<file path="config.mk">
export PLATFORM = sky130hd
export DESIGN_NAME = wildcard_signature_search
export DESIGN_NICKNAME = d
export VERILOG_FILES = /design/src/hw/rtl/wss_pkg.sv /design/src/hw/rtl/wss_match_core.sv /design/src/hw/rtl/wildcard_signature_search.sv
export SDC_FILE = /design/constraint.sdc
export NUM_CORES = 1
export LEC_CHECK = 0
export BUFFER_PORTS_ARGS = -buffer_cell sky130_fd_sc_hd__buf_2
export CORE_UTILIZATION = 60
export DETAILED_ROUTE_END_ITERATION = 6
export PLACE_DENSITY_LB_ADDON = 0.3
export SYNTH_ARGS = -nofsm -noshare
export SYNTH_HDL_FRONTEND = slang
export SYNTH_SLANG_ARGS = --single-unit
</file>
<file path="constraint.sdc">
create_clock -name clk -period 4.94 [get_ports clk]
set_input_delay 0 -clock clk [delete_from_list [all_inputs] [get_ports clk]]
set_output_delay 0 -clock clk [all_outputs]
set_load 0.03 [all_outputs]
</file>
<file path="src/hw/rtl/wss_pkg.sv">
// Package for the wildcard signature search block.
// Holds the input and result beat types and the command and step-kind codes.
// No dependencies.
package wss_pkg;

	localparam int STEP_INDEX_W = 6;
	localparam int OFFSET_W     = 16;
	localparam int CFG_W        = 7;

	localparam logic CMD_STEP = 1'b0;
	localparam logic CMD_BYTE = 1'b1;

	localparam logic KIND_EXACT = 1'b0;
	localparam logic KIND_ANY   = 1'b1;

	typedef struct packed {
		logic                    cmd;
		logic [STEP_INDEX_W-1:0] step_index;
		logic                    step_kind;
		logic [7:0]              step_value;
		logic [7:0]              data_byte;
		logic                    last;
	} item_t;

	typedef struct packed {
		logic                found;
		logic [OFFSET_W-1:0] match_offset;
	} result_t;

	typedef struct packed {
		logic    emit;
		result_t result;
	} core_out_t;

endpackage

</file>
<file path="src/hw/rtl/wss_match_core.sv">
// Step table and shift-and partial match vector for the signature search.
// Evaluates one registered beat per cycle while fire is high and updates the stream state.
// Depends on wss_pkg.
module wss_match_core
	import wss_pkg::*;
#(
	parameter int MAX_STEPS     = 64,
	parameter int POSITION_BITS = 16
) (
	input  logic             clk,
	input  logic             arst_n,
	input  logic             fire,
	input  item_t            item,
	input  logic [CFG_W-1:0] pattern_length,
	output core_out_t        core_out
);

	localparam int LEN_W = $clog2(MAX_STEPS + 1);
	localparam int IDX_W = $clog2(MAX_STEPS);

	logic                     step_kind_q [MAX_STEPS];
	logic [7:0]               step_value_q [MAX_STEPS];
	logic [MAX_STEPS-1:0]     pm_q;
	logic [POSITION_BITS-1:0] pos_q;
	logic                     reported_q;

	logic [LEN_W-1:0]         len;
	logic [LEN_W-1:0]         len_m1;
	logic [MAX_STEPS-1:0]     step_ok;
	logic [MAX_STEPS-1:0]     pm_next;
	logic                     done;
	logic                     pos_max;
	logic                     hit;
	logic [POSITION_BITS-1:0] offset;
	logic                     byte_fire;
	logic                     step_fire;

	assign byte_fire = fire && (item.cmd == CMD_BYTE);
	assign step_fire = fire && (item.cmd == CMD_STEP);

	always_ff @(posedge clk) begin
		if (step_fire && (int'(item.step_index) < MAX_STEPS)) begin
			step_kind_q[IDX_W'(item.step_index)]  <= item.step_kind;
			step_value_q[IDX_W'(item.step_index)] <= item.step_value;
		end
	end

	always_comb begin
		if (int'(pattern_length) > MAX_STEPS) begin
			len = LEN_W'(MAX_STEPS);
		end else begin
			len = LEN_W'(pattern_length);
		end
		len_m1 = len - LEN_W'(1);
		for (int i = 0; i < MAX_STEPS; i++) begin
			step_ok[i] = (i < int'(len)) &&
				((step_kind_q[i] == KIND_ANY) || (step_value_q[i] == item.data_byte));
		end
		pm_next = {pm_q[MAX_STEPS-2:0], 1'b1} & step_ok;
		done    = (len == '0) ? 1'b1 : pm_next[len_m1[IDX_W-1:0]];
		pos_max = (pos_q == '1);
		hit     = done && !reported_q && !pos_max;
		offset  = (len == '0) ? '0 : pos_q - POSITION_BITS'(len_m1);

		core_out.emit = 1'b0;
		core_out.result.found = 1'b0;
		core_out.result.match_offset = '0;
		if (byte_fire) begin
			if (hit) begin
				core_out.emit = 1'b1;
				core_out.result.found = 1'b1;
				core_out.result.match_offset = OFFSET_W'(offset);
			end else if (item.last && !reported_q) begin
				core_out.emit = 1'b1;
			end
		end
	end

	// an empty signature leaves the partial matches untouched
	always_ff @(posedge clk or negedge arst_n) begin
		if (!arst_n) begin
			pm_q       <= '0;
			pos_q      <= '0;
			reported_q <= 1'b0;
		end else if (byte_fire) begin
			if (item.last) begin
				pm_q       <= '0;
				pos_q      <= '0;
				reported_q <= 1'b0;
			end else begin
				pm_q       <= (len == '0) ? pm_q : pm_next;
				pos_q      <= pos_max ? pos_q : pos_q + POSITION_BITS'(1);
				reported_q <= reported_q | hit;
			end
		end
	end

	// one report per buffer
	a_no_second_report: assert property (@(posedge clk) disable iff (!arst_n)
		reported_q && byte_fire |-> !core_out.emit)
		else $error("result after match already reported");

	a_not_found_zero: assert property (@(posedge clk) disable iff (!arst_n)
		core_out.emit && !core_out.result.found |-> core_out.result.match_offset == '0)
		else $error("not-found result with nonzero offset");

	a_pos_advances: assert property (@(posedge clk) disable iff (!arst_n)
		byte_fire && !item.last |=> pos_q != '0)
		else $error("position did not advance");

endmodule

</file>
<file path="src/hw/rtl/wildcard_signature_search.sv">
// Wildcard signature search, top level. Depends on wss_pkg and wss_match_core.
// An accepted beat is held in the staging register, then its result is registered in the result register.
// Throughput: one beat per cycle when not stalled; all steps compare in parallel in one stage.
// Input stalls only while the result register holds an untaken result and
// the staged beat is pending. Reset clears control state and the length;
// the step table is undefined until written and gets no clearing pass.
module wildcard_signature_search
	import wss_pkg::*;
#(
	parameter int MAX_STEPS     = 64,
	parameter int POSITION_BITS = 16
) (
	input  logic             clk,
	input  logic             arst_n,
	input  logic             item_valid,
	output logic             item_stall,
	input  item_t            item,
	output logic             result_valid,
	input  logic             result_stall,
	output result_t          result,
	input  logic             cfg_valid,
	output logic             cfg_ready,
	input  logic [CFG_W-1:0] cfg_data
);

	logic             valid_s1;
	item_t            item_s1;
	logic [CFG_W-1:0] pattern_length_q;
	logic             result_valid_q;
	result_t          result_q;
	logic             out_hold;
	logic             fire_s1;
	core_out_t        core_out;

	assign cfg_ready    = 1'b1;
	assign out_hold     = result_valid_q && result_stall;
	assign fire_s1      = valid_s1 && !out_hold;
	assign item_stall   = valid_s1 && out_hold;
	assign result_valid = result_valid_q;
	assign result       = result_q;

	always_ff @(posedge clk or negedge arst_n) begin
		if (!arst_n) begin
			pattern_length_q <= '0;
		end else if (cfg_valid && cfg_ready) begin
			pattern_length_q <= cfg_data;
		end
	end

	always_ff @(posedge clk or negedge arst_n) begin
		if (!arst_n) begin
			valid_s1 <= 1'b0;
		end else if (!item_stall) begin
			valid_s1 <= item_valid;
		end
	end

	always_ff @(posedge clk) begin
		if (!item_stall) begin
			item_s1 <= item;
		end
	end

	wss_match_core #(
		.MAX_STEPS     (MAX_STEPS),
		.POSITION_BITS (POSITION_BITS)
	) u_core (
		.clk            (clk),
		.arst_n         (arst_n),
		.fire           (fire_s1),
		.item           (item_s1),
		.pattern_length (pattern_length_q),
		.core_out       (core_out)
	);

	always_ff @(posedge clk or negedge arst_n) begin
		if (!arst_n) begin
			result_valid_q <= 1'b0;
		end else if (!out_hold) begin
			result_valid_q <= core_out.emit;
		end
	end

	always_ff @(posedge clk) begin
		if (!out_hold) begin
			result_q <= core_out.result;
		end
	end

	a_stall_cause: assert property (@(posedge clk) disable iff (!arst_n)
		item_stall |-> valid_s1 && result_valid && result_stall)
		else $error("input stalled without a blocked result");

	a_no_emit_when_blocked: assert property (@(posedge clk) disable iff (!arst_n)
		out_hold |-> !core_out.emit)
		else $error("core produced a result while output blocked");

	a_beat_moves: assert property (@(posedge clk) disable iff (!arst_n)
		valid_s1 && !out_hold && !(item_valid && !item_stall) |=> !valid_s1)
		else $error("staged beat not retired");

endmodule
</file>
Word-level counts from Yosys, hierarchy flattened. Memory sizes are Yosys's and may differ from the RTL's. Cells that the tools add are included.

Output and inout port bits: 20. Register bits: 131. Bits of input ports: 37. Word-level logic and storage cells: 316. Memory bits (writable): 576. Memories: 2.

Equal/unequal tests: 67. Order comparisons: 66. Reduce and logical (&&, ||, !) cells: 143. Add/subtract/negate cells: 3. Mux-type cells: 16. Bitwise gates (word level): 5.

Memories: u_core.step_value_q (words 64, bits a word 8, read ports 64, clocked after memory_dff 0, wr ports 1, RTL line wss_match_core.sv:22) `logic [7:0] step_value_q [MAX_STEPS];`; u_core.step_kind_q (words 64, bits a word 1, read ports 64, clocked after memory_dff 0, wr ports 1, RTL line wss_match_core.sv:21) `logic step_kind_q [MAX_STEPS];`.

Operator list (number): == test 8 bit (64); less-than comparator 6 x 7 -> 1 bit (first input constant) (32); 2-to-1 mux 63 bit (2); less-than comparator 5 x 7 -> 1 bit (first input constant) (16); logical AND 1 bit (72); bitwise AND 64 bit (1); logical OR 1 bit (64); less-than comparator 4 x 7 -> 1 bit (first input constant) (8); 2-to-1 mux 16 bit (3); less-than comparator 3 x 7 -> 1 bit (first input constant) (4); 2-to-1 mux 18 bit (1); 2-to-1 mux 17 bit (1); adder 16 x 1 -> 16 bit (second input constant) (1); == test 16 bit (second input constant) (1); subtractor 16 x 7 -> 16 bit (1); less-than comparator 1 x 7 -> 1 bit (first input constant) (2); less-than comparator 2 x 7 -> 1 bit (first input constant) (2); greater-than comparator 7 bit (second input constant) (1); zero test 7 bit (1); less-than comparator 6 x 7 -> 1 bit (second input constant) (1); 2-to-1 mux 1 bit (7); 2-to-1 mux 7 bit (1); subtractor 7 x 1 -> 7 bit (second input constant) (1); binary-select mux 1 bit (select 6 bit) (1); other kinds (6) (12).

Depth between registers and ports, before layout.
Depth after elaboration: 12. Gate-level depth with buffers: 19. Mapped depth without buffers: 15.

Modules after synthesis. Synthesis repeated with hierarchy kept, for this count alone.

Cell total of the unflattened synthesis: 2141. Area total of the unflattened synthesis: 30758.2 µm².

By module, submodules not included: wss_match_core (cells each 2074, seq. area each 19298.5 µm², area an instance 29105.4 µm², instances 1); wildcard_signature_search (cells each 67, seq. area each 1486.4 µm², area an instance 1652.8 µm², instances 1).

Worst setup path after synthesis. No wires, ideal clock.

Path type: flip-flop to flip-flop. Start point: reg pattern_length_q[0]. End point: reg result_q (netlist bit result[7]), data pin. Arrival time: 3.328 ns. Period minus slack after synthesis: 3.602 ns. Setup slack: 1.338 ns. Stages on the path, launching flop included: 19. Setup time: 0.274 ns. Buffers on the path: 5. Required time: 4.666 ns. Cell sequence: dfrtp_1 -> buf_2 -> nand2b_1 -> buf_4 -> buf_2 -> ha_1 -> clkbuf_1 -> xnor2_1 -> inv_1 -> buf_2 -> ha_1 -> o21ai_0 -> a21oi_1 -> o21ai_0 -> a21oi_1 -> o21ai_0 -> nor2b_1 -> xnor2_1 -> nor3_2.

Longest elaborated chain between the ends: 12. Elaborated cells between the ends (all ways): 141. Those cells by class: add/sub: 2; order compare: 65; mux: 4; bitwise: 2; reduce/logical: 68.

Ends and longest elaborated chain: start, declared (RTL line wildcard_signature_search.sv:28) `logic [CFG_W-1:0] pattern_length_q;`; start signal, assigned (RTL line wildcard_signature_search.sv:46) `pattern_length_q <= cfg_data;`; greater-than comparator 7 bit (RTL line wss_match_core.sv:49) `if (int'(pattern_length) > MAX_STEPS) begin`; 2-to-1 mux 7 bit (*) (RTL line wss_match_core.sv:49); less-than comparator 1 x 7 -> 1 bit (tied with other cells) (RTL line wss_match_core.sv:56) `step_ok[i] = (i < int'(len)) &&`; logical AND 1 bit (RTL line wss_match_core.sv:56); bitwise AND 64 bit (RTL line wss_match_core.sv:59) `pm_next = {pm_q[MAX_STEPS-2:0], 1'b1} & step_ok;`; binary-select mux 1 bit (select 6 bit) (RTL line wss_match_core.sv:60) `done = (len == '0) ? 1'b1 : pm_next[len_m1[IDX_W-1:0]];`; 2-to-1 mux 1 bit (not written as such) (RTL line wss_match_core.sv:60); 2-to-1 mux 1 bit (RTL line wss_match_core.sv:60); logical AND 1 bit (2 in series) (RTL line wss_match_core.sv:62) `hit = done && !reported_q && !pos_max;`; NOT 1 bit (no line); OR reduction 3 bit (no line); end signal, assigned (RTL line wildcard_signature_search.sv:86) `result_q <= core_out.result;`; end, declared (RTL line wildcard_signature_search.sv:30) `result_t result_q;`.

Mark *: on every way between the ends. The rest lies on a longest branch, timed or not. The select of a mux whose other input is x is not followed. A chain may end at the register's enable or synchronous reset.

Worst setup path after layout.
Start point: reg item_s1[1] in the netlist's numbering. End point: reg result_q (netlist bit result[11]), data pin.

Longest elaborated chain between the ends: 11. Elaborated cells between the ends (all ways): 200. Those cells by class: eq/ne: 64; mux: 3; bitwise: 2; reduce/logical: 131.

Ends and longest elaborated chain: start, declared (RTL line wildcard_signature_search.sv:27) `item_t item_s1;`; start signal, assigned (RTL line wildcard_signature_search.sv:60) `item_s1 <= item;`; == test 8 bit (RTL line wss_match_core.sv:57) `((step_kind_q[i] == KIND_ANY) || (step_value_q[i] == item.data_byte));`; logical OR 1 bit (RTL line wss_match_core.sv:57); logical AND 1 bit (RTL line wss_match_core.sv:56); bitwise AND 64 bit (*) (RTL line wss_match_core.sv:59); binary-select mux 1 bit (select 6 bit) (*) (RTL line wss_match_core.sv:60); 2-to-1 mux 1 bit (not written as such) (*) (RTL line wss_match_core.sv:60); 2-to-1 mux 1 bit (*) (RTL line wss_match_core.sv:60); logical AND 1 bit (*) (2 in series) (RTL line wss_match_core.sv:62); NOT 1 bit (no line) (*); OR reduction 3 bit (no line) (*).

Marked as above.

==> results.md <==
* Multiplexer share of the synthesized area at less than 1%
* Clock Skews at slightly below 30 ps
* Worst path slowest cell: edfxtp_1
* Pre-CTS WS at roughly 1200 ps
* Post-synth EDFFs at roughly 600
* Worst setup path startpoint: item_s1[1]
* Crit end category: register
* Yosys warns at 0
* Iteration-0 DRC Markers at between 1500 and 2000
* Synth Area in Compound Gates at ~5.5%
* Crit Reg-Reg Endpoint: result[11]
* Cell Area, Placed at between 30000 and 40000 um^2
* Multi-input gate area at 9520 um^2
* Sequential cell area at between 20000 and 25000 um^2
* Cell Area, Synth at 31200 um^2
* R2R Setup Slk at 1040 ps
* Worst r2r src: item_s1[1]
* Area share of fa/ha/maj cells after synthesis at less than 1%
* Vias per inst at slightly above 6
* Post-route clock period utilization at 78.9%
* CP Class: register to register
* Worst setup margin at about 1000 ps
* Initial Utilization at 60.7%
* PwrDens at 406 nW/um^2
* RSZ-0062 raised after global routing: false
* Placer Congestion at between 1 and 1.5
* Final #Nets at 2355
* Max FO, Critical Path at 19
* Antenna Cells at 0
* Most common cell in the synthesized netlist: edfxtp_1
* Fillers at roughly 3500
* Sequential share of the synthesized area at roughly two thirds
* GRT Util Overall at a little under a third
* Clock Latency Late Sink at between 600 and 700 ps
* Fin util at roughly two thirds
* Share of layout cells above drive strength 1 at between 10% and 20%
* Yosys top cell area share at just under 60%
* XOR/XNOR share of the synthesized area at ~15%
* Die ar. at 52800 um^2
* Synth area leaders: edfxtp_1 60%, xor2_1 12%, dfrtp_1 7.1%
* Die height at 230 um
* Final Non-Filler Cells at around 3000
* Num CTS Buffers at 72
* Number of synthesized register bits at about 710
* Predominant post-synthesis flop cell: edfxtp_1
* Final TNS setup at 0 ps
* DP Wirelength at around 43000 um
* R2R cell count at 11
* CP Cell Sequence: buf_4, xor2_1, nor4_1, a21oi_1, nor2_1, a311oi_1, nand2_1, a221oi_1, o32a_1, buf_4, nor3_1
* PortBufs at 55
* Max Clk Rate at 257 MHz
* Hold Violations, Final at 0
* 1st-pass router iterations at 5
* Vias in the first global route at about 19000
* Synth area leader: edfxtp_1
* First-pass GRT wire length at 118000 um
* Arrival time worst endpoint at approximately 4200 ps
* Wire length per cell at between 20 and 30 um
* Clock Sinks at 707
* Main combinational cell family by area after synthesis: XOR/XNOR gates
* Post-Syn Instances at about 2200
* Chip width at ~230 um
* Largest net degree at the start of global routing at 65
* Post-synth top cells: 618 x edfxtp_1, 434 x xor2_1, 173 x nor2_1
* Hold Crit Class: input port to register
* Root buf cell: clkbuf_16
* Critical path startpoint category: register
* Netlist cell types at 76
* Leakage at approximately 12 nW
* CP endpoint: result[11]
* Most frequent cell on the critical path: buf_4
* Post-CTS setup repair buffer count at 0
* Bufs on Longest Clock Path at 3
* Cell count after placement at between 2000 and 3000
* Syn Nets at roughly 2200
* Final Cell Area at 34700 um^2
* Vias at between 15000 and 20000
* Final Critical Period at around 4000 ps
* Max cap viols at 0
* CP peak stage delay at around 930 ps
* Drt total wl at slightly below 80000 um
* Grt ovf at 0
* Simple-Gate Fraction of Synth Area at 8.95%
* Site Rows at 83
* Max rail drop VDD at ~450 uV
* CTS H-Tree Depth at 3
* Outcome: complete, no violations
* Area grow syn2layout at 11.4%
* Setup-failing EPs final at 0
* Slew at the pin with the worst max-slew slack at between 1000 and 1500 ps
* DRC viols at 0
* Antenna Nets Post-Route at 0
* Core Footprint at just over 50000 um^2
* Required @ worst endpoint at roughly 5300 ps
* Syn_area_per_cell at roughly 14 um^2
* Clk slew on worst S/H paths at roughly 60 ps
* Final Slew Violations at 0
* Number of I/O pins at 57
* Synth async-reset ratio at approximately an eighth
* Initial antenna violation count at 1
* Post-CTS resize count at 0
* CTS tree: done
* Slew headroom at roughly 30%
==> flip-flops by register name, summed over array words and instances, names as in the netlist <==
signal and count:
valid_s1 1, item_s1 25, pattern_length_q 7, u_core.step_value_q 512, u_core.reported_q 1, u_core.pm_q 63
result 17, result_valid 1, u_core.step_kind_q 64, u_core.pos_q 16
==> through the flow <==
step                      hold WS (ps)  power [W]
after global routing              82.7     0.0145
final                             89.4     0.0141
after floorplan                   -296    0.00823
after global placement           -14.0    0.00881
after detailed placement         -7.07    0.00886
after CTS                         64.7     0.0141
==> placed cells by master (no fill, tap or decap), drive strengths merged, types with 11 or more instances in the layout <==
cell type	n
dfrtp	89
nor2b	16
edfxtp	618
clkbuf	88
xor2	434
o211ai	13
nand3	22
inv	25
buf	102
nor4	108
o31ai	13
clkinv	30
nand4	32
dlygate4sd3	45
a21oi	65
o21ai	69
ha	11
xnor2	105
nand2	92
a22o	35
nor3	36
nor2	174
==> worst min path at each step <==
stage	start	endpoint	slack [ps]	cells past startpoint
after floorplan	arst_n	pattern_length_q[0]	-300	0
after global placement	arst_n	u_core.pos_q[7]	-10	1
after detailed placement	arst_n	valid_s1	-7	1
after CTS	item[12]	item_s1[12]	60	2
after global routing	item[17]	item_s1[17]	80	2
final	item[9]	item_s1[9]	90	2
==> per-layer routing <==
metal	GRT usage, %	share of wire (%)
met1	41.3	41
met2	47.1	46
met5	0.276	0.022
met3	6.45	9.0
met4	11.7	4.0
==> final cells by class <==
type / count / share of cell area (%)
Clock buffer: 88 / 5.43
Clock inverter: 42 / 1.07
Inverter: 21 / 0.242
Multi-Input combinational cell: 1357 / 27.4
Sequential cell: 707 / 59.9
Tap cell: 680 / 2.45
Timing Repair Buffer: 147 / 3.51
==> kinds of logic (layout without fill, tap and decap cells) <==
group	after synthesis	count (layout)
AOI/OAI and AO/OA	262	262
xor gates and xnor gates	539	539
adders and majority gates	12	12
buffers and inverters	135	298
DFF	707	707
muxes	10	10
other	1	1
and+or+nand+nor	533	533
==> repair_timing <==
| action | 4_1_cts | 5_1_grt |
|---|---|---|
| hold endpoints to repair | 87 | 0 |
| hold buffers | 46 | 0 |
| endpoints found under the setup margin | 0 | 0 |
==> critical path: cells and delay by family (launching register included) <==
family,cells,cell delay (ps)
simple gates,4,400
buf+inv,2,680
flops,1,930
compound gates,4,1370
xor+xnor,1,190
==> power breakdown <==
group	internal, W	total [W]	switching (W)
clock network	0.00304	0.00528	0.00224
logic	0.000593	0.00194	0.00135
registers	0.00673	0.00685	0.000121
Note: power is estimated with default switching activity, not from simulation.
